<file path="src/design/orf_pkg.sv">
package orf_pkg;

	// Opcodes
	localparam logic [7:0] OPC_RETURN    = 8'h6a;
	localparam logic [7:0] OPC_PUSHDATA1 = 8'h4c;
	localparam logic [7:0] OPC_PUSHDATA2 = 8'h4d;
	localparam logic [7:0] OPC_PUSHDATA4 = 8'h4e;
	localparam logic [7:0] OPC_1NEGATE   = 8'h4f;
	localparam logic [7:0] OPC_RESERVED  = 8'h50;
	localparam logic [7:0] OPC_16        = 8'h60;
	localparam logic [7:0] DIRECT_MAX    = 8'd75;
	localparam logic [7:0] MAX_PUSH_RESET = 8'd80;

	// ASCII
	localparam logic [7:0] CH_NUL   = 8'h00;
	localparam logic [7:0] CH_SPACE = 8'h20;
	localparam logic [7:0] CH_MINUS = 8'h2d;
	localparam logic [7:0] CH_ZERO  = 8'h30;
	localparam logic [7:0] CH_ONE   = 8'h31;
	localparam logic [7:0] CH_X     = 8'h78;
	localparam logic [7:0] HEX_ALPHA_BASE = 8'h57; // 'a' - 10

	localparam logic [7:0] OP_TEXT [9] = '{8'h4f, 8'h50, 8'h5f, 8'h52, 8'h45,
		8'h54, 8'h55, 8'h52, 8'h4e};

	localparam int QUEUE_DEPTH = 4;
	localparam int QUEUE_AW    = $clog2(QUEUE_DEPTH);
	localparam int IDX_W       = 4;

	typedef enum logic [2:0] {
		PH_FIRST,
		PH_OPCODE,
		PH_LEN,
		PH_DATA,
		PH_DONE
	} phase_t;

	// Character groups the back end knows how to spell
	typedef enum logic [3:0] {
		CMD_NONE,
		CMD_OPRET,   // name of the return opcode, nine characters
		CMD_SP0,     // " 0"
		CMD_SP0X,    // " 0x"
		CMD_SP,      // " "
		CMD_SPNEG1,  // " -1"
		CMD_SPNUM,   // " " and 1..16
		CMD_ZEROX,   // "0x"
		CMD_HEX      // two hex digits
	} cmd_kind_t;

	typedef struct packed {
		cmd_kind_t  kind;
		logic [7:0] data;
		logic       fin;   // script ends after this group
		logic       ok;    // script accepted (valid with fin)
	} cmd_t;

	function automatic logic [7:0] hex_char(input logic [3:0] nib);
		if (nib < 4'd10) begin
			return CH_ZERO + {4'b0, nib};
		end
		return HEX_ALPHA_BASE + {4'b0, nib};
	endfunction

	function automatic logic [IDX_W-1:0] cmd_len(input cmd_kind_t kind, input logic [7:0] data);
		logic [7:0] num;
		logic [IDX_W-1:0] len;
		num = data - OPC_RESERVED;
		unique case (kind)
			CMD_OPRET:  len = IDX_W'(9);
			CMD_SP0:    len = IDX_W'(2);
			CMD_SP0X:   len = IDX_W'(3);
			CMD_SP:     len = IDX_W'(1);
			CMD_SPNEG1: len = IDX_W'(3);
			CMD_SPNUM:  len = (num >= 8'd10) ? IDX_W'(3) : IDX_W'(2);
			CMD_ZEROX:  len = IDX_W'(2);
			CMD_HEX:    len = IDX_W'(2);
			default:    len = '0;
		endcase
		return len;
	endfunction

	function automatic logic [7:0] cmd_char(input cmd_kind_t kind, input logic [7:0] data,
		input logic [IDX_W-1:0] idx);
		logic [7:0] num;
		logic [7:0] c;
		num = data - OPC_RESERVED;
		unique case (kind)
			CMD_OPRET:  c = OP_TEXT[idx];
			CMD_SP0:    c = (idx == '0) ? CH_SPACE : CH_ZERO;
			CMD_SP0X: begin
				if (idx == '0) c = CH_SPACE;
				else if (idx == IDX_W'(1)) c = CH_ZERO;
				else c = CH_X;
			end
			CMD_SP:     c = CH_SPACE;
			CMD_SPNEG1: begin
				if (idx == '0) c = CH_SPACE;
				else if (idx == IDX_W'(1)) c = CH_MINUS;
				else c = CH_ONE;
			end
			CMD_SPNUM: begin
				if (idx == '0) c = CH_SPACE;
				else if (num < 8'd10) c = CH_ZERO + num;
				else if (idx == IDX_W'(1)) c = CH_ONE;
				else c = CH_ZERO + (num - 8'd10);
			end
			CMD_ZEROX:  c = (idx == '0) ? CH_ZERO : CH_X;
			CMD_HEX:    c = (idx == '0) ? hex_char(data[7:4]) : hex_char(data[3:0]);
			default:    c = CH_NUL;
		endcase
		return c;
	endfunction

endpackage

</file>
<file path="src/design/op_return_script_formatter.sv">
// Channel   Direction  Handshake           Fields
// input     in         push / full         script_byte[7:0], last
// result    out        empty / pop         character[7:0], status, text_length[7:0], last_res
// config    in         cfg_write           cfg_data[7:0] (max_push_length, reset 80)
//
// Each accepted byte is classified in the cycle it is taken and becomes at most
// one command word in a 4-deep queue; the back end spells one character per
// cycle unless pop stalls it. A data byte gives two hex digits, the return opcode
// nine characters, the end word one more; the back end's single port sets throughput.
// Reset clears script state, queue and output register; the limit returns to 80.
// full rises when the queue holds 4 words; the output register reloads in the
// same cycle it is popped, so a stalled consumer only backs up the queue.
module op_return_script_formatter (
	input  logic       clk,
	input  logic       arst_n,
	// input queue side
	input  logic       push,
	output logic       full,
	input  logic [7:0] script_byte,
	input  logic       last,
	// result queue side
	output logic       empty,
	input  logic       pop,
	output logic [7:0] character,
	output logic       status,
	output logic [7:0] text_length,
	output logic       last_res,
	// max_push_length register
	input  logic       cfg_write,
	input  logic [7:0] cfg_data
);

	logic [7:0]    max_push_length_q;
	logic          take, q_wr, q_rd, q_full, q_empty;
	orf_pkg::cmd_t q_wdata, q_rdata;

	// an input word is taken whenever it is offered and the queue has room
	assign full = q_full;
	assign take = push && !q_full;

	always_ff @(posedge clk or negedge arst_n) begin
		if (!arst_n) max_push_length_q <= orf_pkg::MAX_PUSH_RESET;
		else if (cfg_write) max_push_length_q <= cfg_data;
	end

	// front: tracks phase, push length and reject, emits at most one command per byte
	orf_front u_front (
		.clk             (clk),
		.arst_n          (arst_n),
		.max_push_length (max_push_length_q),
		.take            (take),
		.script_byte     (script_byte),
		.last            (last),
		.wr              (q_wr),
		.cmd             (q_wdata)
	);

	// decoupling queue between classification and character output
	orf_queue u_queue (
		.clk    (clk),
		.arst_n (arst_n),
		.wr     (q_wr),
		.wdata  (q_wdata),
		.rd     (q_rd),
		.rdata  (q_rdata),
		.full   (q_full),
		.empty  (q_empty)
	);

	// back: expands commands into characters, counts text, builds the end word
	orf_back u_back (
		.clk         (clk),
		.arst_n      (arst_n),
		.head        (q_rdata),
		.head_valid  (!q_empty),
		.rd          (q_rd),
		.pop         (pop),
		.empty       (empty),
		.character   (character),
		.status      (status),
		.text_length (text_length),
		.last_res    (last_res)
	);

	// character words carry no status or length and never a NUL
	a_char_word: assert property (@(posedge clk) disable iff (!arst_n)
		(!empty && !last_res) |-> (status == 1'b0 && text_length == 8'd0 && character != 8'd0))
		else $error("character word with end fields set");

	// end word: NUL, and exactly one of rejected or a nonzero length
	a_end_word: assert property (@(posedge clk) disable iff (!arst_n)
		(!empty && last_res) |-> (character == 8'd0 && (status != (text_length != 8'd0))))
		else $error("malformed end word");

	// the queue is never read while empty nor written while full
	a_queue_ok: assert property (@(posedge clk) disable iff (!arst_n)
		!(q_rd && q_empty) && !(q_wr && q_full))
		else $error("queue overrun or underrun");

endmodule

</file>
<file path="src/design/orf_front.sv">
module orf_front (
	input  logic             clk,
	input  logic             arst_n,
	input  logic [7:0]       max_push_length,
	input  logic             take,
	input  logic [7:0]       script_byte,
	input  logic             last,
	output logic             wr,
	output orf_pkg::cmd_t    cmd
);

	orf_pkg::phase_t phase_q, phase_d;
	logic            rejected_q, rejected_d;
	logic [7:0]      byte_count_q, byte_count_d;
	logic [7:0]      expected_length_q, expected_length_d;
	logic [7:0]      bc_inc;
	logic            bad_op;
	orf_pkg::cmd_kind_t kind;

	assign bc_inc = byte_count_q + 8'd1;
	assign bad_op = (script_byte > orf_pkg::OPC_16) || (script_byte == orf_pkg::OPC_RESERVED) ||
		(script_byte == orf_pkg::OPC_PUSHDATA2) || (script_byte == orf_pkg::OPC_PUSHDATA4);

	// next state
	always_comb begin
		phase_d           = phase_q;
		rejected_d        = rejected_q;
		byte_count_d      = byte_count_q;
		expected_length_d = expected_length_q;
		if (!rejected_q) begin
			unique case (phase_q)
				orf_pkg::PH_FIRST: begin
					if (script_byte == orf_pkg::OPC_RETURN) phase_d = orf_pkg::PH_OPCODE;
					else rejected_d = 1'b1;
				end
				orf_pkg::PH_OPCODE: begin
					priority if (bad_op) begin
						rejected_d = 1'b1;
					end else if (script_byte == 8'd0) begin
						phase_d = orf_pkg::PH_DONE;
					end else if (script_byte <= orf_pkg::DIRECT_MAX) begin
						expected_length_d = script_byte;
						byte_count_d      = '0;
						phase_d           = orf_pkg::PH_DATA;
					end else if (script_byte == orf_pkg::OPC_PUSHDATA1) begin
						phase_d = orf_pkg::PH_LEN;
					end else begin
						phase_d = orf_pkg::PH_DONE;
					end
				end
				orf_pkg::PH_LEN: begin
					priority if (script_byte > max_push_length) begin
						rejected_d = 1'b1;
					end else if (script_byte == 8'd0) begin
						expected_length_d = '0;
						phase_d           = orf_pkg::PH_DONE;
					end else begin
						expected_length_d = script_byte;
						byte_count_d      = '0;
						phase_d           = orf_pkg::PH_DATA;
					end
				end
				orf_pkg::PH_DATA: begin
					byte_count_d = bc_inc;
					if (bc_inc >= expected_length_q) phase_d = orf_pkg::PH_DONE;
				end
				default: rejected_d = 1'b1; // byte after a complete push
			endcase
		end
	end

	// outputs
	always_comb begin
		kind = orf_pkg::CMD_NONE;
		if (!rejected_q) begin
			unique case (phase_q)
				orf_pkg::PH_FIRST: begin
					if (script_byte == orf_pkg::OPC_RETURN) kind = orf_pkg::CMD_OPRET;
				end
				orf_pkg::PH_OPCODE: begin
					priority if (bad_op) kind = orf_pkg::CMD_NONE;
					else if (script_byte == 8'd0) kind = orf_pkg::CMD_SP0;
					else if (script_byte <= orf_pkg::DIRECT_MAX) kind = orf_pkg::CMD_SP0X;
					else if (script_byte == orf_pkg::OPC_PUSHDATA1) kind = orf_pkg::CMD_SP;
					else if (script_byte == orf_pkg::OPC_1NEGATE) kind = orf_pkg::CMD_SPNEG1;
					else kind = orf_pkg::CMD_SPNUM;
				end
				orf_pkg::PH_LEN: begin
					if (script_byte <= max_push_length && script_byte != 8'd0)
						kind = orf_pkg::CMD_ZEROX;
				end
				orf_pkg::PH_DATA: kind = orf_pkg::CMD_HEX;
				default: kind = orf_pkg::CMD_NONE;
			endcase
		end
		cmd.kind = kind;
		cmd.data = script_byte;
		cmd.fin  = last;
		cmd.ok   = !rejected_d && (phase_d == orf_pkg::PH_OPCODE || phase_d == orf_pkg::PH_DONE);
		wr       = take && (kind != orf_pkg::CMD_NONE || last);
	end

	always_ff @(posedge clk or negedge arst_n) begin
		if (!arst_n) begin
			phase_q           <= orf_pkg::PH_FIRST;
			rejected_q        <= 1'b0;
			byte_count_q      <= '0;
			expected_length_q <= '0;
		end else if (take) begin
			if (last) begin
				phase_q           <= orf_pkg::PH_FIRST;
				rejected_q        <= 1'b0;
				byte_count_q      <= '0;
				expected_length_q <= '0;
			end else begin
				phase_q           <= phase_d;
				rejected_q        <= rejected_d;
				byte_count_q      <= byte_count_d;
				expected_length_q <= expected_length_d;
			end
		end
	end

endmodule

</file>
<file path="src/design/orf_queue.sv">
module orf_queue (
	input  logic          clk,
	input  logic          arst_n,
	input  logic          wr,
	input  orf_pkg::cmd_t wdata,
	input  logic          rd,
	output orf_pkg::cmd_t rdata,
	output logic          full,
	output logic          empty
);

	orf_pkg::cmd_t                 mem_q [orf_pkg::QUEUE_DEPTH];
	logic [orf_pkg::QUEUE_AW-1:0] wp_q, rp_q;
	logic [orf_pkg::QUEUE_AW:0]   cnt_q;
	logic                          do_wr, do_rd;

	assign full  = (cnt_q == (orf_pkg::QUEUE_AW+1)'(orf_pkg::QUEUE_DEPTH));
	assign empty = (cnt_q == '0);
	assign do_wr = wr && !full;
	assign do_rd = rd && !empty;
	assign rdata = mem_q[rp_q];

	always_ff @(posedge clk) begin
		if (do_wr) mem_q[wp_q] <= wdata;
	end

	always_ff @(posedge clk or negedge arst_n) begin
		if (!arst_n) begin
			wp_q  <= '0;
			rp_q  <= '0;
			cnt_q <= '0;
		end else begin
			if (do_wr) wp_q <= wp_q + 1'b1;
			if (do_rd) rp_q <= rp_q + 1'b1;
			if (do_wr && !do_rd) cnt_q <= cnt_q + 1'b1;
			else if (do_rd && !do_wr) cnt_q <= cnt_q - 1'b1;
		end
	end

endmodule

</file>
<file path="src/design/orf_back.sv">
module orf_back (
	input  logic          clk,
	input  logic          arst_n,
	input  orf_pkg::cmd_t head,
	input  logic          head_valid,
	output logic          rd,
	input  logic          pop,
	output logic          empty,
	output logic [7:0]    character,
	output logic          status,
	output logic [7:0]    text_length,
	output logic          last_res
);

	logic [orf_pkg::IDX_W-1:0] idx_q, len;
	logic [7:0]                text_count_q, end_len, ch;
	logic                      out_valid_q, load, in_chars, group_end;

	assign len       = orf_pkg::cmd_len(head.kind, head.data);
	assign ch        = orf_pkg::cmd_char(head.kind, head.data, idx_q);
	assign in_chars  = idx_q < len;
	assign group_end = (idx_q == len - 1'b1) && !head.fin;
	assign load      = head_valid && (!out_valid_q || pop);
	assign rd        = load && (!in_chars || group_end);
	assign end_len   = (text_count_q == 8'hff) ? 8'hff : text_count_q + 8'd1;
	assign empty     = !out_valid_q;

	always_ff @(posedge clk or negedge arst_n) begin
		if (!arst_n) begin
			idx_q        <= '0;
			text_count_q <= '0;
			out_valid_q  <= 1'b0;
		end else begin
			if (load) begin
				out_valid_q <= 1'b1;
				if (in_chars) begin
					idx_q <= group_end ? '0 : idx_q + 1'b1;
					if (text_count_q != 8'hff) text_count_q <= text_count_q + 8'd1;
				end else begin
					idx_q        <= '0;
					text_count_q <= '0;
				end
			end else if (pop) begin
				out_valid_q <= 1'b0;
			end
		end
	end

	// result word, no reset needed
	always_ff @(posedge clk) begin
		if (load) begin
			character   <= in_chars ? ch : orf_pkg::CH_NUL;
			status      <= !in_chars && !head.ok;
			text_length <= (!in_chars && head.ok) ? end_len : 8'd0;
			last_res    <= !in_chars;
		end
	end

endmodule

</file>
<file path="config.mk">
export PLATFORM = sky130hd
export DESIGN_NAME = op_return_script_formatter
export DESIGN_NICKNAME = d
export VERILOG_FILES = /design/src/design/orf_pkg.sv /design/src/design/op_return_script_formatter.sv /design/src/design/orf_front.sv /design/src/design/orf_queue.sv /design/src/design/orf_back.sv
export SDC_FILE = /design/constraint.sdc
export NUM_CORES = 1
export LEC_CHECK = 0
export BUFFER_PORTS_ARGS = -buffer_cell sky130_fd_sc_hd__buf_2
export CORE_ASPECT_RATIO = 0.9
export CORE_MARGIN = 1.5
export CORE_UTILIZATION = 29
export DETAILED_ROUTE_END_ITERATION = 7
export HOLD_SLACK_MARGIN = 0.06
export PLACE_DENSITY_LB_ADDON = 0.1
export SLEW_MARGIN = 15
export SYNTH_ARGS = -nofsm -noshare
export SYNTH_HDL_FRONTEND = slang
export SYNTH_SLANG_ARGS = --single-unit
</file>
<file path="constraint.sdc">
create_clock -name clk -period 4.7 [get_ports clk]
set_input_delay 0.94 -clock clk [delete_from_list [all_inputs] [get_ports clk]]
set_output_delay 0.94 -clock clk [all_outputs]
set_load 0.01 [all_outputs]
</file>
# Yosys cells after proc, flatten, opt, wreduce, memory -nomap -nowiden
# Memories as Yosys holds them, arrays and structs flattened.
# Cells that the tools add are included.
[classes]
add_sub_neg = 16
magnitude_cmp = 11
eq_ne = 31
n_mux = 76
bitwise = 1
n_reduce_logical = 44
[op_table]
columns = ["op", "n"]
rows = [
  ["$mux 8", 29],
  ["$pmux 8 s8", 1],
  ["$eq 8x7->1 const B", 6],
  ["$mux 3", 13],
  ["$mux 4", 7],
  ["$pmux 8 s3", 1],
  ["$pmux 4 s5", 1],
  ["$add 6x8->8 const A", 2],
  ["$add 7x4->8 const A", 2],
  ["$add 8x1->8 const B", 2],
  ["$eq 4x3->1 const B", 4],
  ["$pmux 4 s4", 1],
  ["$pmux 8 s2", 1],
  ["$mux 1", 15],
  ["$add 6x4->7 const A", 2],
  ["$mux 7", 2],
  ["$logic_and 1x1->1", 13],
  ["$ne 3x3->1 const B", 4],
  ["$pmux 3 s4", 1],
  ["$mux 5", 2],
  ["$logic_not 1->1", 9],
  ["$eq 4x1->1 const B", 2],
  ["$eq 4x2->1 const B", 2],
  ["$eq 8x8->1 const B", 1],
  ["other kinds (41)", 56],
]
[totals]
ff_bits = 66
mem_bits_rw = 56
romBits = 128
inputBits = 22
out_inout_bits = 20
elab_cells = 196
mem_count = 2
[memory_table]
columns = ["memory", "words", "width", "rd", "rd_clocked_by_memory_dff", "write_ports", "line", "rtl"]
rows = [
  ["(name not given)", 16, 8, 1, 0, 0, "orf_pkg.sv:89", "CMD_OPRET: c = OP_TEXT[idx];"],
  ["u_queue.mem_q", 4, 14, 1, 0, 1, "orf_queue.sv:12", "orf_pkg::cmd_t mem_q [orf_pkg::QUEUE_DEPTH];"],
]

# Depth between registers and ports, before layout
# Gate-level depths: netlist of run 1.
[logic_depth]
depth_word = 16
mapped_depth = 23
mapped_depth_nobuf = 21

# Cells and area by module
# Synthesis of run 1 repeated with hierarchy kept, for this count alone.
[unflattened]
cells_unflattened = 724
hier_area_um2 = 7726.2
[modules_own_cells]
columns = ["module", "instances", "cells_per_inst", "area_each_um2", "seq_area_each_um2"]
rows = [
  ["orf_back", 1, 313, 2726.4, 865.8],
  ["orf_queue", 1, 108, 2476.1, 1856.8],
  ["orf_front", 1, 284, 2179.6, 500.5],
  ["op_return_script_formatter", 1, 19, 344.1, 202.7],
]

# Worst setup path after synthesis of run 1
# No wires, ideal clock.
[synth_timing]
path_kind = "flip-flop to flip-flop"
startpoint = "reg u_queue.rp_q[0] in the netlist's numbering"
endpoint = "reg u_queue.cnt_q[1] in the netlist's numbering"
setup_ps = 125
arrival_ps = 4548
required_ps = 4575
setup_slack_ps = 27
stages_incl_launch_ff = 22
path_buffers = 2
synth_period_minus_slack_ps = 4673
path_cell_list = "dfrtp_1 > buf_6 > buf_6 > mux4_2 > inv_1 > ha_1 > inv_1 > xnor2_1 > o211ai_1 > nor2_1 > a21oi_1 > nor2_1 > or3_1 > ha_1 > xnor2_1 > a2111o_1 > o21ai_2 > nand2_1 > ha_1 > inv_1 > fa_1 > mux2_2"
[synth_via]
elab_chain_cells = 14
elab_cells_between_ends = 29
cone_classes = "2 x add/sub; 2 x order compare; 9 x eq/ne; 3 x mux; 12 x reduce/logical; 1 x memory"
[synth_rtl]
columns = ["item", "line", "rtl"]
rows = [
  ["start: declaration", "orf_queue.sv:13", "logic [orf_pkg::QUEUE_AW-1:0] wp_q, rp_q;"],
  ["start signal: assignment", "orf_queue.sv:34", "if (do_rd) rp_q <= rp_q + 1'b1;"],
  ["$mem_v2 4x14 (*)", "--", ""],
  ["$sub 8x7->8", "orf_pkg.sv:68", "num = data - OPC_RESERVED;"],
  ["$ge 8x4->1", "orf_pkg.sv:75", "CMD_SPNUM: len = (num >= 8'd10) ? IDX_W'(3) : IDX_W'(2);"],
  ["$mux 1", "orf_pkg.sv:75", ""],
  ["$pmux 4 s5", "orf_pkg.sv:69", "unique case (kind)"],
  ["$sub 4x1->4", "orf_back.sv:22", "assign group_end = (idx_q == len - 1'b1) && !head.fin;"],
  ["$eq 4x4->1", "orf_back.sv:22", ""],
  ["$logic_and 1x1->1", "orf_back.sv:22", ""],
  ["$logic_or 1x1->1 (*)", "orf_back.sv:24", "assign rd = load && (!in_chars || group_end);"],
  ["$logic_and 1x1->1 (*)", "orf_back.sv:24", ""],
  ["$logic_and 1x1->1 (*)", "orf_queue.sv:20", "assign do_rd = rd && !empty;"],
  ["$logic_not 1->1", "orf_queue.sv:35", "if (do_wr && !do_rd) cnt_q <= cnt_q + 1'b1;"],
  ["$logic_and 1x1->1", "orf_queue.sv:35", ""],
  ["$mux 3 or $reduce_bool 2->1 (tied branches)", "--", ""],
  ["end signal: assignment", "orf_queue.sv:35", ""],
  ["end signal: assignment", "orf_queue.sv:36", "else if (do_rd && !do_wr) cnt_q <= cnt_q - 1'b1;"],
  ["end: declaration", "orf_queue.sv:14", "logic [orf_pkg::QUEUE_AW:0] cnt_q;"],
]
# Mark *: on every way between the ends. The rest lies on a longest branch, timed or not.
# A chain may end at the register's enable or synchronous reset.

# Final worst setup path of run 1
# Ends and elaborated chain as after synthesis.

==> flow_metrics.py, run 1 <==
metrics = {
    "synth": {
        "synthFlopType": "edfxtp_1",
        "synth_cells": 635,
        "synthTopCellsByArea": "edfxtp_1 32%, dfrtp_1 17%, ha_1 7.5%, mux4_2 4.6%, nand2_1 3.3%",
        "synth.cells.most_frequent": "74 x edfxtp_1, 61 x nand2_1, 47 x inv_1",
        "yosysSeqAreaShare": 0.500,
        "netlist-cell-type-count": 69,
        "synth_area_mm2": 0.00686,
        "synth.avg_cell_area_um2": 10.8,
        "synthArstFlopShare": 0.393,
        "synth_nets": 699,
        "ys.warnings.count": 0,
        "synth_edf_count": 74,
        "synth.largest_area_cell": "edfxtp_1",
        "synth_top_area_frac": 0.324,
        "synth_most_common_cell": "edfxtp_1",
        "ys_ff_latch": 122,
    },
    "hold_path": {
        "holdCritPathClass": "in -> async",
    },
    "setup_path": {
        "reg2reg_depth": 19,
        "required_ns": 4.99,
        "crit_cells": 19,
        "critPathMaxFanout": 5,
        "worst_path_most_repeated_cell": "ha_1",
        "cp.arrival_ns": 4.74,
        "path_buf_inv": 3,
        "slowest_delay_ns": 0.57,
        "crit_path_end_kind": "flop",
        "crit_family": "adder cells",
        "worst_setup_path_start_kind": "flop",
        "critPathKind": "reg -> reg",
        "critPathSlowestCell": "mux4_2",
        "worstPathCellList": "mux4_2 > inv_2 > ha_1 > inv_1 > xnor2_1 > o211ai_1 > nor2_1 > a21oi_1 > nor2_1 > or3_1 > ha_1 > xnor2_1 > a2111o_1 > o21ai_2 > nand2_2 > ha_1 > inv_1 > fa_1 > mux2_2",
    },
    "route": {
        "ant_nets": 0,
        "vias": 5077,
        "drc_errors": 0,
        "wirelength_um": 16400,
        "routedWlPerCell_um": 16.1,
        "drtPass1Iterations": 5,
        "drt-initial-drc-count": 294,
        "via_per_inst": 4.98,
    },
    "power": {
        "power_density_mw_per_mm2": 701,
        "ir_drop_v": 0.000221,
        "power_mw": 5.72,
        "leakagePower_nw": 3.36,
    },
    "grt": {
        "grtUsageTotal": 0.145,
        "grt_max_degree": 32,
        "grt_pass1_vias": 5281,
        "overflow": 0,
        "grt_pass1_wl_um": 27200,
        "antenna_found_initial": 0,
    },
    "timing": {
        "period_needed_ns": 4.45,
        "holdWs_ns": 0.473,
        "tightestPinTransition_ns": 0.759,
        "finClkSkew_ns": 0.0108,
        "fmax_mhz": 225,
        "maxSlewViolCount": 0,
        "max_slew_margin": 0.489,
        "fin_crit_sh": 0.946,
        "setup_viol": 0,
        "grt_setup_unrepaired": "false",
        "hold_violations": 0,
    },
    "cells_and_area": {
        "register_area_mm2": 0.00343,
        "drive_gt1_frac": 0.188,
        "stdcell_area_mm2": 0.00815,
        "multiInputGateArea_mm2": 0.00314,
        "syn_to_final_growth_pct": 18.9,
        "num-fill-cells": 2327,
        "final_nets": 768,
        "utilization": 0.350,
        "n_antenna_cell": 0,
    },
    "die": {
        "core_area_mm2": 0.0233,
        "die_area_mm2": 0.0246,
        "start_util": 0.295,
        "die_y_um": 149,
        "pin_count": 42,
        "std_cell_rows": 53,
        "die_x_um": 165,
    },
    "cts": {
        "clockRootBuffer": "clkbuf_16",
        "clockBufferDepth": 2,
        "cts_tree": "built",
        "path_clk_slew_ns": 0.07,
        "numCtsBuffers": 17,
        "clock_latency_ns": 0.42,
        "h-tree-depth": 4,
        "cts_sinks": 122,
    },
    "placed_design": {
        "dpl_cell_area_mm2": 0.00754,
        "gp_congestion": 0.829,
        "dp_hpwl_um": 11800,
        "port_buffers": 41,
    },
    "job": {
        "cap_viol_max_count": 0,
    },
    "status": {
        "status": "finished clean",
    },
}
==> per-stage QoR <==
stage	setup TNS (ns)	setup slack [ns]	cells
6_report	0	0.254	1019
5_1_grt	0	0.00425	1019
4_1_cts	0	0.0391	1017
3_5_place_dp	-0.0151	-0.0151	985
3_3_place_gp	0	0.117	985
2_1_floorplan	0	0.0274	635
==> cell type report <==
cell class | instances | share of cell area
clock buffers | 19 | 0.0555
inverters | 48 | 0.0221
clock inverters | 13 | 0.0176
repair buffers | 71 | 0.0528
flip-flops and latches | 122 | 0.420
well taps | 302 | 0.0463
multi-input cells | 444 | 0.385
==> cell families (layout without fill, tap and decap cells) <==
group / after synthesis / count (layout) / synth area share
AOI/OAI and AO/OA: 160 / 160 / 0.152
xor gates and xnor gates: 22 / 22 / 0.0281
adders and majority gates: 42 / 42 / 0.0777
buffers and inverters: 69 / 151 / 0.0425
DFF: 122 / 122 / 0.500
muxes: 20 / 20 / 0.0551
and+or+nand+nor: 200 / 200 / 0.145
==> repair_timing <==
item / CTS / global route
cloned: 0 / 0
hold buffers: 0 / 0
setup endpoints to repair: 1 / 2
pin swaps: 0 / 3
resized for setup: 1 / 2
buffers inserted: 0 / 2
==> state kept, by name, indices dropped and copies added, names as in the netlist <==
signal / count
u_queue.cnt_q: 3
u_queue.wp_q: 2
u_back.status: 1
u_front.byte_count_q: 8
max_push_length_q: 8
u_back.last_res: 1
u_front.phase_q: 3
u_back.text_count_q: 8
u_queue.mem_q: 56
u_front.rejected_q: 1
u_back.out_valid_q: 1
u_back.character: 8
u_back.text_length: 8
u_queue.rp_q: 2
u_back.idx_q: 4
u_front.expected_length_q: 8
==> power breakdown <==
group | switching [mW] | internal (mW)
registers | 0.165 | 1.46
clock network | 0.511 | 0.811
logic | 1.64 | 1.13
==> cells in the final DEF (no fill, tap or decap), types with 5 or more instances in the layout <==
cell,netlist,layout
ha_1,41,41
nand3_1,15,15
nand2b_1,12,12
edfxtp_1,74,74
clkbuf_16,0,17
buf_4,1,30
xor2_1,9,9
xnor2_1,13,13
mux4_2,14,14
and2_1,5,5
o21ai_0,40,40
dfrtp_1,46,45
a31oi_1,7,7
nor3_1,11,11
inv_1,47,46
buf_2,5,41
a21oi_1,36,36
a211oi_1,6,6
and3_1,10,10
a22o_1,6,6
a21o_1,12,12
or3_1,6,6
nor2b_1,6,6
o22ai_1,11,11
nand4_1,9,9
nor2_1,45,45
nand2_1,61,60
==> routing by layer <==
layer / part of all wire / track usage / vias up
li1: - / - / 2486
met1: 0.46 / 0.184 / 2468
met2: 0.49 / 0.242 / 109
met3: 0.037 / 0.0317 / 14
met4: 0.012 / 0.0486 / 0
met5: 0 / 0 / -
==> path summary, 6_finish.rpt <==
path / startpoint / slack, ns / to
worst max-delay path: u_queue.rp_q[0] / 0.25 / u_queue.cnt_q[1]
worst min-delay path: arst_n / 0.47 / u_back.text_count_q[5]
worst max register to register: u_queue.rp_q[0] / 0.25 / u_queue.cnt_q[1]
worst min register to register: u_front.expected_length_q[7] / 0.50 / u_front.expected_length_q[7]
max in group asynchronous: arst_n / 3.37 / max_push_length_q[4]
min in group clk: u_front.expected_length_q[7] / 0.50 / u_front.expected_length_q[7]
Power figures use the tool's default switching activity.
==> run 2, diff against run 1 <==
CORE_ASPECT_RATIO = unset   (was 0.9)
==> run 2 against run 1 <==
Against the previous run: design area increased by 0.29%; cell count increased by 1.4%; critical path depth decreased by 1; sequential share of layout area decreased by 0.12 points; sequential cell count unchanged; largest cell class unchanged; combinational power about the same; global-route usage decreased by 0.18 points; register-to-register slack about the same; first-iteration DRC count decreased by 38%.
==> flow_metrics.py, run 2 (synthesis results as in run 1) <==
metrics = {
    "status": {
        "status": "finished clean",
    },
    "cts": {
        "clockRootBuffer": "clkbuf_16",
        "numCtsBuffers": 17,
        "cts_setup_buffers": 0,
        "cts_tree": "built",
        "clockBufferDepth": 2,
        "h-tree-depth": 4,
        "path_clk_slew_ns": 0.05,
        "clock_latency_ns": 0.42,
        "cts_sinks": 122,
    },
    "route": {
        "drtPass1Iterations": 4,
        "wirelength_um": 16500,
        "ant_nets": 0,
        "drc_errors": 0,
        "drt-initial-drc-count": 182,
        "via_per_inst": 5.00,
        "routedWlPerCell_um": 15.9,
        "vias": 5162,
    },
    "power": {
        "internal-power_mw": 3.46,
        "power.switching_mw": 2.30,
        "leakagePower_nw": 3.36,
        "power_density_mw_per_mm2": 704,
        "power_mw": 5.76,
        "seq_power_share": 0.282,
        "combPwrFrac": 0.477,
        "pwr-share-clk": 0.241,
        "ir_drop_v": 0.000209,
        "netSwitchingFraction": 0.400,
    },
    "cells_and_area": {
        "stdcell_area_mm2": 0.00818,
        "drive_gt1_frac": 0.181,
        "final_common_cell": "edfxtp_1",
        "final_nets": 765,
        "layout.cells.non_filler": 1033,
        "top_register": "u_queue.mem_q",
        "n_antenna_cell": 0,
        "final_cell_mix": "74 x edfxtp_1, 61 x nand2_1, 47 x inv_1, 45 x nor2_1, 45 x dfrtp_1",
        "largest_register_ffs": 56,
        "syn_to_final_growth_pct": 19.3,
    },
    "placed_design": {
        "gp_congestion": 0.882,
        "dp_cells": 1001,
        "dpl_cell_area_mm2": 0.00755,
        "dp_hpwl_um": 11800,
        "pre_cts_slack_ns": 0.135,
        "port_buffers": 41,
    },
    "die": {
        "die_x_um": 157,
        "die_y_um": 157,
        "start_util": 0.294,
        "core_area_mm2": 0.0233,
        "pin_count": 42,
        "std_cell_rows": 56,
        "die_area_mm2": 0.0246,
    },
    "timing": {
        "maxSlewViolCount": 0,
        "max_slew_margin": 0.476,
        "tns_ns": 0,
        "fmax_mhz": 225,
        "setup_viol": 0,
        "fin_crit_sh": 0.948,
        "tightestPinTransition_ns": 0.785,
        "fin_ws_ns": 0.246,
        "grt_setup_unrepaired": "false",
        "period_needed_ns": 4.45,
        "finClkSkew_ns": 0.0116,
        "hold_violations": 0,
    },
    "hold_path": {
        "holdCritPathClass": "reg -> reg",
    },
    "setup_path": {
        "required_ns": 5.00,
        "crit_path_end_kind": "flop",
        "worst_setup_path_start_kind": "flop",
        "cp.arrival_ns": 4.75,
        "ff2ff_setup_slack_ns": 0.25,
        "critPathMaxFanout": 6,
        "critPathKind": "reg -> reg",
    },
    "grt": {
        "grt_max_degree": 49,
        "grt_pass1_wl_um": 27000,
        "grtUsageTotal": 0.143,
        "grt_pass1_vias": 5301,
        "antenna_found_initial": 0,
        "overflow": 0,
    },
    "job": {
        "cap_viol_max_count": 0,
    },
}
-- run 2: cell types whose count changed in the layout (fill, tap and decap cells not counted), moves of 2 or more --
cell,previous run,this run
buf_4,30,27
clkinv_4,4,2
clkbuf_8,2,0
bufinv_16,2,4
-- run 2: area by class of cell --
| class | count | area [um2] |
|---|---|---|
| tap | 319 | 399 |
| clock inverter | 15 | 199 |
| sequential | 122 | 3430 |
| clock buffer | 17 | 425 |
| multi-input combinational | 444 | 3140 |
| timing repair buffer | 68 | 408 |
| inverter | 48 | 180 |
| fill | 2337 | 15200 |
-- run 2: metal layers --
layer,global-route usage,part of all wire,vias up,routed length (um)
met5,0,0,-,0
li1,-,-,2486,-
met1,0.173,0.45,2541,7380
met3,0.0318,0.031,27,504
met4,0.0553,0.023,0,371
met2,0.246,0.50,108,8220
-- run 2: through the flow --
stage	util	hold slack [ns]
2_1_floorplan	-	0.456
3_3_place_gp	0.324	0.477
3_5_place_dp	0.324	0.483
4_1_cts	0.350	0.496
5_1_grt	0.350	0.513
6_report	0.350	0.495
-- run 2: power by group through the flow --
stage	Clock [mW]	Sequential (mW)	Combinational, mW
floorplan	0	1.62	1.92
detailed placement	0	1.65	2.76
global placement	0	1.64	2.76
finish	1.39	1.63	2.75
CTS	1.43	1.63	2.78
global route	1.47	1.66	3.09
-- run 2: worst paths after layout --
kind                                            to  depth (start not counted)             start
setup / recovery                  u_queue.cnt_q[1]                         18   u_queue.rp_q[0]
hold / removal                    u_queue.cnt_q[2]                          1  u_queue.cnt_q[2]
setup reg to reg                  u_queue.cnt_q[1]                         18   u_queue.rp_q[0]
hold reg to reg                   u_queue.cnt_q[2]                          1  u_queue.cnt_q[2]
max in group asynchronous          u_queue.rp_q[0]                          2            arst_n
min in group asynchronous  u_front.byte_count_q[1]                          2            arst_n
-- run 2: critical path: stages, from the launching register on --
cell	delay (ns)
dfrtp_2	0.40
buf_4	0.18
mux4_2	0.59
inv_1	0.11
ha_1	0.15
and3_1	0.14
nand3_1	0.08
a21oi_1	0.20
nor2_1	0.09
or3_1	0.35
ha_1	0.29
xnor2_1	0.13
a2111o_1	0.39
o21ai_2	0.15
nand2_1	0.12
ha_1	0.24
inv_1	0.07
fa_1	0.40
mux2_2	0.27
-- run 2: what timing repair did --
item                       CTS  global route
hold buffers                 0             0
setup endpoints to repair    0             1
resized for setup            0             1
==> run 3, diff against run 2 <==
ABC_AREA = 1   (was unset)
==> run 3 against run 2 <==
Against the previous run: cell count grew 17%; count of clock-buffer cells in the layout grew 1; global-route usage shrank 0.33 points; clock power shrank 6%; critical path depth grew 6; synthesized cell count grew 29%; critical endpoint unchanged; design area grew 3.3%; register-to-register slack gained 0.24 ns; sequential share of layout area shrank 1.3 points; core utilization shrank 0.52 points; die area grew 5.9%; worst setup slack gained 0.24 ns.
==> flow_metrics.py, run 3 <==
metrics = {
    "status": {
        "status": "finished clean",
    },
    "synth": {
        "synthFlopType": "edfxtp_1",
        "synthTopCellsByArea": "edfxtp_1 31%, dfrtp_1 16%, nand2_1 8.8%, ha_1 7.1%, inv_1 5.4%",
        "synth_area_mm2": 0.00727,
        "netlist-cell-type-count": 48,
        "synth.cells.most_frequent": "170 x nand2_1, 105 x inv_1, 74 x edfxtp_1",
        "synth_top_area_frac": 0.306,
        "synth_nets": 880,
        "synth_most_common_cell": "nand2_1",
        "synth_edf_count": 74,
        "ys.warnings.count": 0,
        "ys_ff_latch": 122,
        "synth.avg_cell_area_um2": 8.91,
        "synth_cells": 816,
        "yosysSeqAreaShare": 0.471,
        "synthArstFlopShare": 0.393,
        "synth.largest_area_cell": "edfxtp_1",
    },
    "route": {
        "drtPass1Iterations": 4,
        "ant_nets": 0,
        "drc_errors": 0,
        "vias": 5413,
        "via_per_inst": 4.47,
        "wirelength_um": 16800,
        "drt-initial-drc-count": 239,
        "routedWlPerCell_um": 13.9,
    },
    "power": {
        "power_density_mw_per_mm2": 699,
        "netSwitchingFraction": 0.452,
        "seq_power_share": 0.271,
        "ir_drop_v": 0.000307,
        "internal-power_mw": 3.23,
        "power.switching_mw": 2.67,
        "leakagePower_nw": 3.76,
        "pwr-share-clk": 0.223,
        "combPwrFrac": 0.506,
    },
    "setup_path": {
        "required_ns": 5.00,
        "cp.arrival_ns": 4.51,
        "worst_setup_path_start_kind": "flop",
        "critPathMaxFanout": 28,
        "crit_family": "simple AND/OR/NAND/NOR gates",
        "crit_path_end_kind": "flop",
        "worstPathCellList": "inv_4 > nand2_1 > nand3_1 > nand2_1 > ha_1 > nand3_1 > nand3_2 > nor2_8 > nand3_1 > nand2_1 > inv_1 > nor2_1 > inv_1 > ha_1 > a21oi_1 > o211ai_1 > nor2_1 > nand3_2 > nand2_4 > nand2_4 > ha_1 > inv_1 > fa_1 > mux2_2",
        "slowest_delay_ns": 0.47,
        "reg2reg_depth": 24,
        "critPathSlowestCell": "dfrtp_1",
        "path_buf_inv": 4,
        "critPathKind": "reg -> reg",
        "crit_cells": 24,
    },
    "timing": {
        "fmax_mhz": 237,
        "finClkSkew_ns": 0.0120,
        "tightestPinTransition_ns": 1.02,
        "tns_ns": 0,
        "setup_viol": 0,
        "fin_crit_sh": 0.897,
        "hold_violations": 0,
        "max_slew_margin": 0.320,
        "grt_setup_unrepaired": "false",
        "period_needed_ns": 4.22,
        "maxSlewViolCount": 0,
    },
    "die": {
        "std_cell_rows": 57,
        "die_y_um": 161,
        "pin_count": 42,
        "die_x_um": 161,
        "core_area_mm2": 0.0245,
        "start_util": 0.297,
        "die_area_mm2": 0.0260,
    },
    "cts": {
        "clockBufferDepth": 2,
        "cts_sinks": 122,
        "clock_latency_ns": 0.42,
        "clockRootBuffer": "clkbuf_16",
        "cts_tree": "built",
        "h-tree-depth": 4,
        "ctsHoldBuffers": 0,
        "cts_setup_buffers": 0,
        "cts_resized": 0,
        "numCtsBuffers": 17,
        "path_clk_slew_ns": 0.06,
    },
    "cells_and_area": {
        "syn_to_final_growth_pct": 16.2,
        "top_register": "u_queue.mem_q",
        "drive_gt1_frac": 0.185,
        "final_nets": 938,
        "n_antenna_cell": 0,
        "final_common_cell": "nand2_1",
        "utilization": 0.345,
        "final_cell_mix": "170 x nand2_1, 105 x inv_1, 74 x edfxtp_1, 63 x nand3_1, 57 x nor2_1",
        "largest_register_ffs": 56,
    },
    "placed_design": {
        "gp_congestion": 0.821,
        "dp_hpwl_um": 12100,
        "port_buffers": 41,
    },
    "grt": {
        "grt_max_degree": 49,
        "grt_pass1_vias": 5415,
        "grt_pass1_wl_um": 28400,
        "grtUsageTotal": 0.140,
        "antenna_found_initial": 0,
        "overflow": 0,
    },
    "hold_path": {
        "min_path_cells": 2,
        "holdCritPathClass": "reg -> reg",
    },
    "job": {
        "cap_viol_max_count": 0,
    },
}
run 3: path summary, 6_finish.rpt:
path,start,endpoint,slack (ns)
max,u_queue.rp_q[0],u_queue.cnt_q[1],0.48
min,u_front.expected_length_q[5],u_front.expected_length_q[5],0.49
max reg2reg,u_queue.rp_q[0],u_queue.cnt_q[1],0.48
min reg2reg,u_front.expected_length_q[5],u_front.expected_length_q[5],0.49
max in group asynchronous,arst_n,u_back.idx_q[0],3.58
min in group asynchronous,arst_n,u_front.byte_count_q[4],0.65
run 3: cell type report:
class	count	area, um2
multi-input cells	560	3280
fillers	2573	16000
clock inverters	14	148
flip-flops and latches	122	3430
inverters	121	463
repair buffers	52	288
clock buffers	18	439
well taps	324	405
run 3: worst reg2reg max path, cell delays in order, from the launching register on:
cell and delay, ns:
dfrtp_1 0.47, inv_4 0.30, nand2_1 0.09, nand3_1 0.10, nand2_1 0.16, ha_1 0.28, nand3_1 0.13, nand3_2 0.14
nor2_8 0.16, nand3_1 0.10, nand2_1 0.07, inv_1 0.03, nor2_1 0.13, inv_1 0.06, ha_1 0.26, a21oi_1 0.11
o211ai_1 0.09, nor2_1 0.13, nand3_2 0.12, nand2_4 0.11, nand2_4 0.07, ha_1 0.20, inv_1 0.10, fa_1 0.41
mux2_2 0.26
run 3: power by group through the flow:
stage,Combinational [mW],Sequential (mW),Clock [mW]
2_1_floorplan,2.27,1.63,0
3_3_place_gp,3.05,1.63,0
3_5_place_dp,3.03,1.63,0
4_1_cts,3.04,1.61,1.35
5_1_grt,3.41,1.63,1.39
6_report,2.99,1.60,1.31
run 3: routing by layer:
layer,GRT usage,vias to the layer above,routed length (um)
li1,-,2837,-
met1,0.181,2476,7980
met2,0.237,85,8230
met3,0.0262,15,423
met4,0.0400,0,197
met5,0,-,0
run 3: through the flow:
step,hold WS [ns],total power [mW],std cells,setup slack [ns],instance area (um2)
2_1_floorplan,0.453,3.90,816,0.942,7270
4_1_cts,0.497,6.00,1211,0.428,8450
6_report,0.494,5.90,1211,0.484,8450
5_1_grt,0.519,6.43,1211,0.0539,8450
3_3_place_gp,0.470,4.68,1179,0.583,7860
3_5_place_dp,0.482,4.66,1179,0.446,7860
run 3: cell families after synthesis:
kind of cell | synth area share
buffers and inverters | 0.0776
XOR/XNOR | 0.0205
multiplexers | 0.00310
AO/OA/AOI/OAI | 0.0935
adder cells (fa/ha/maj) | 0.0733
flip-flops | 0.471
AND/OR/NAND/NOR | 0.261
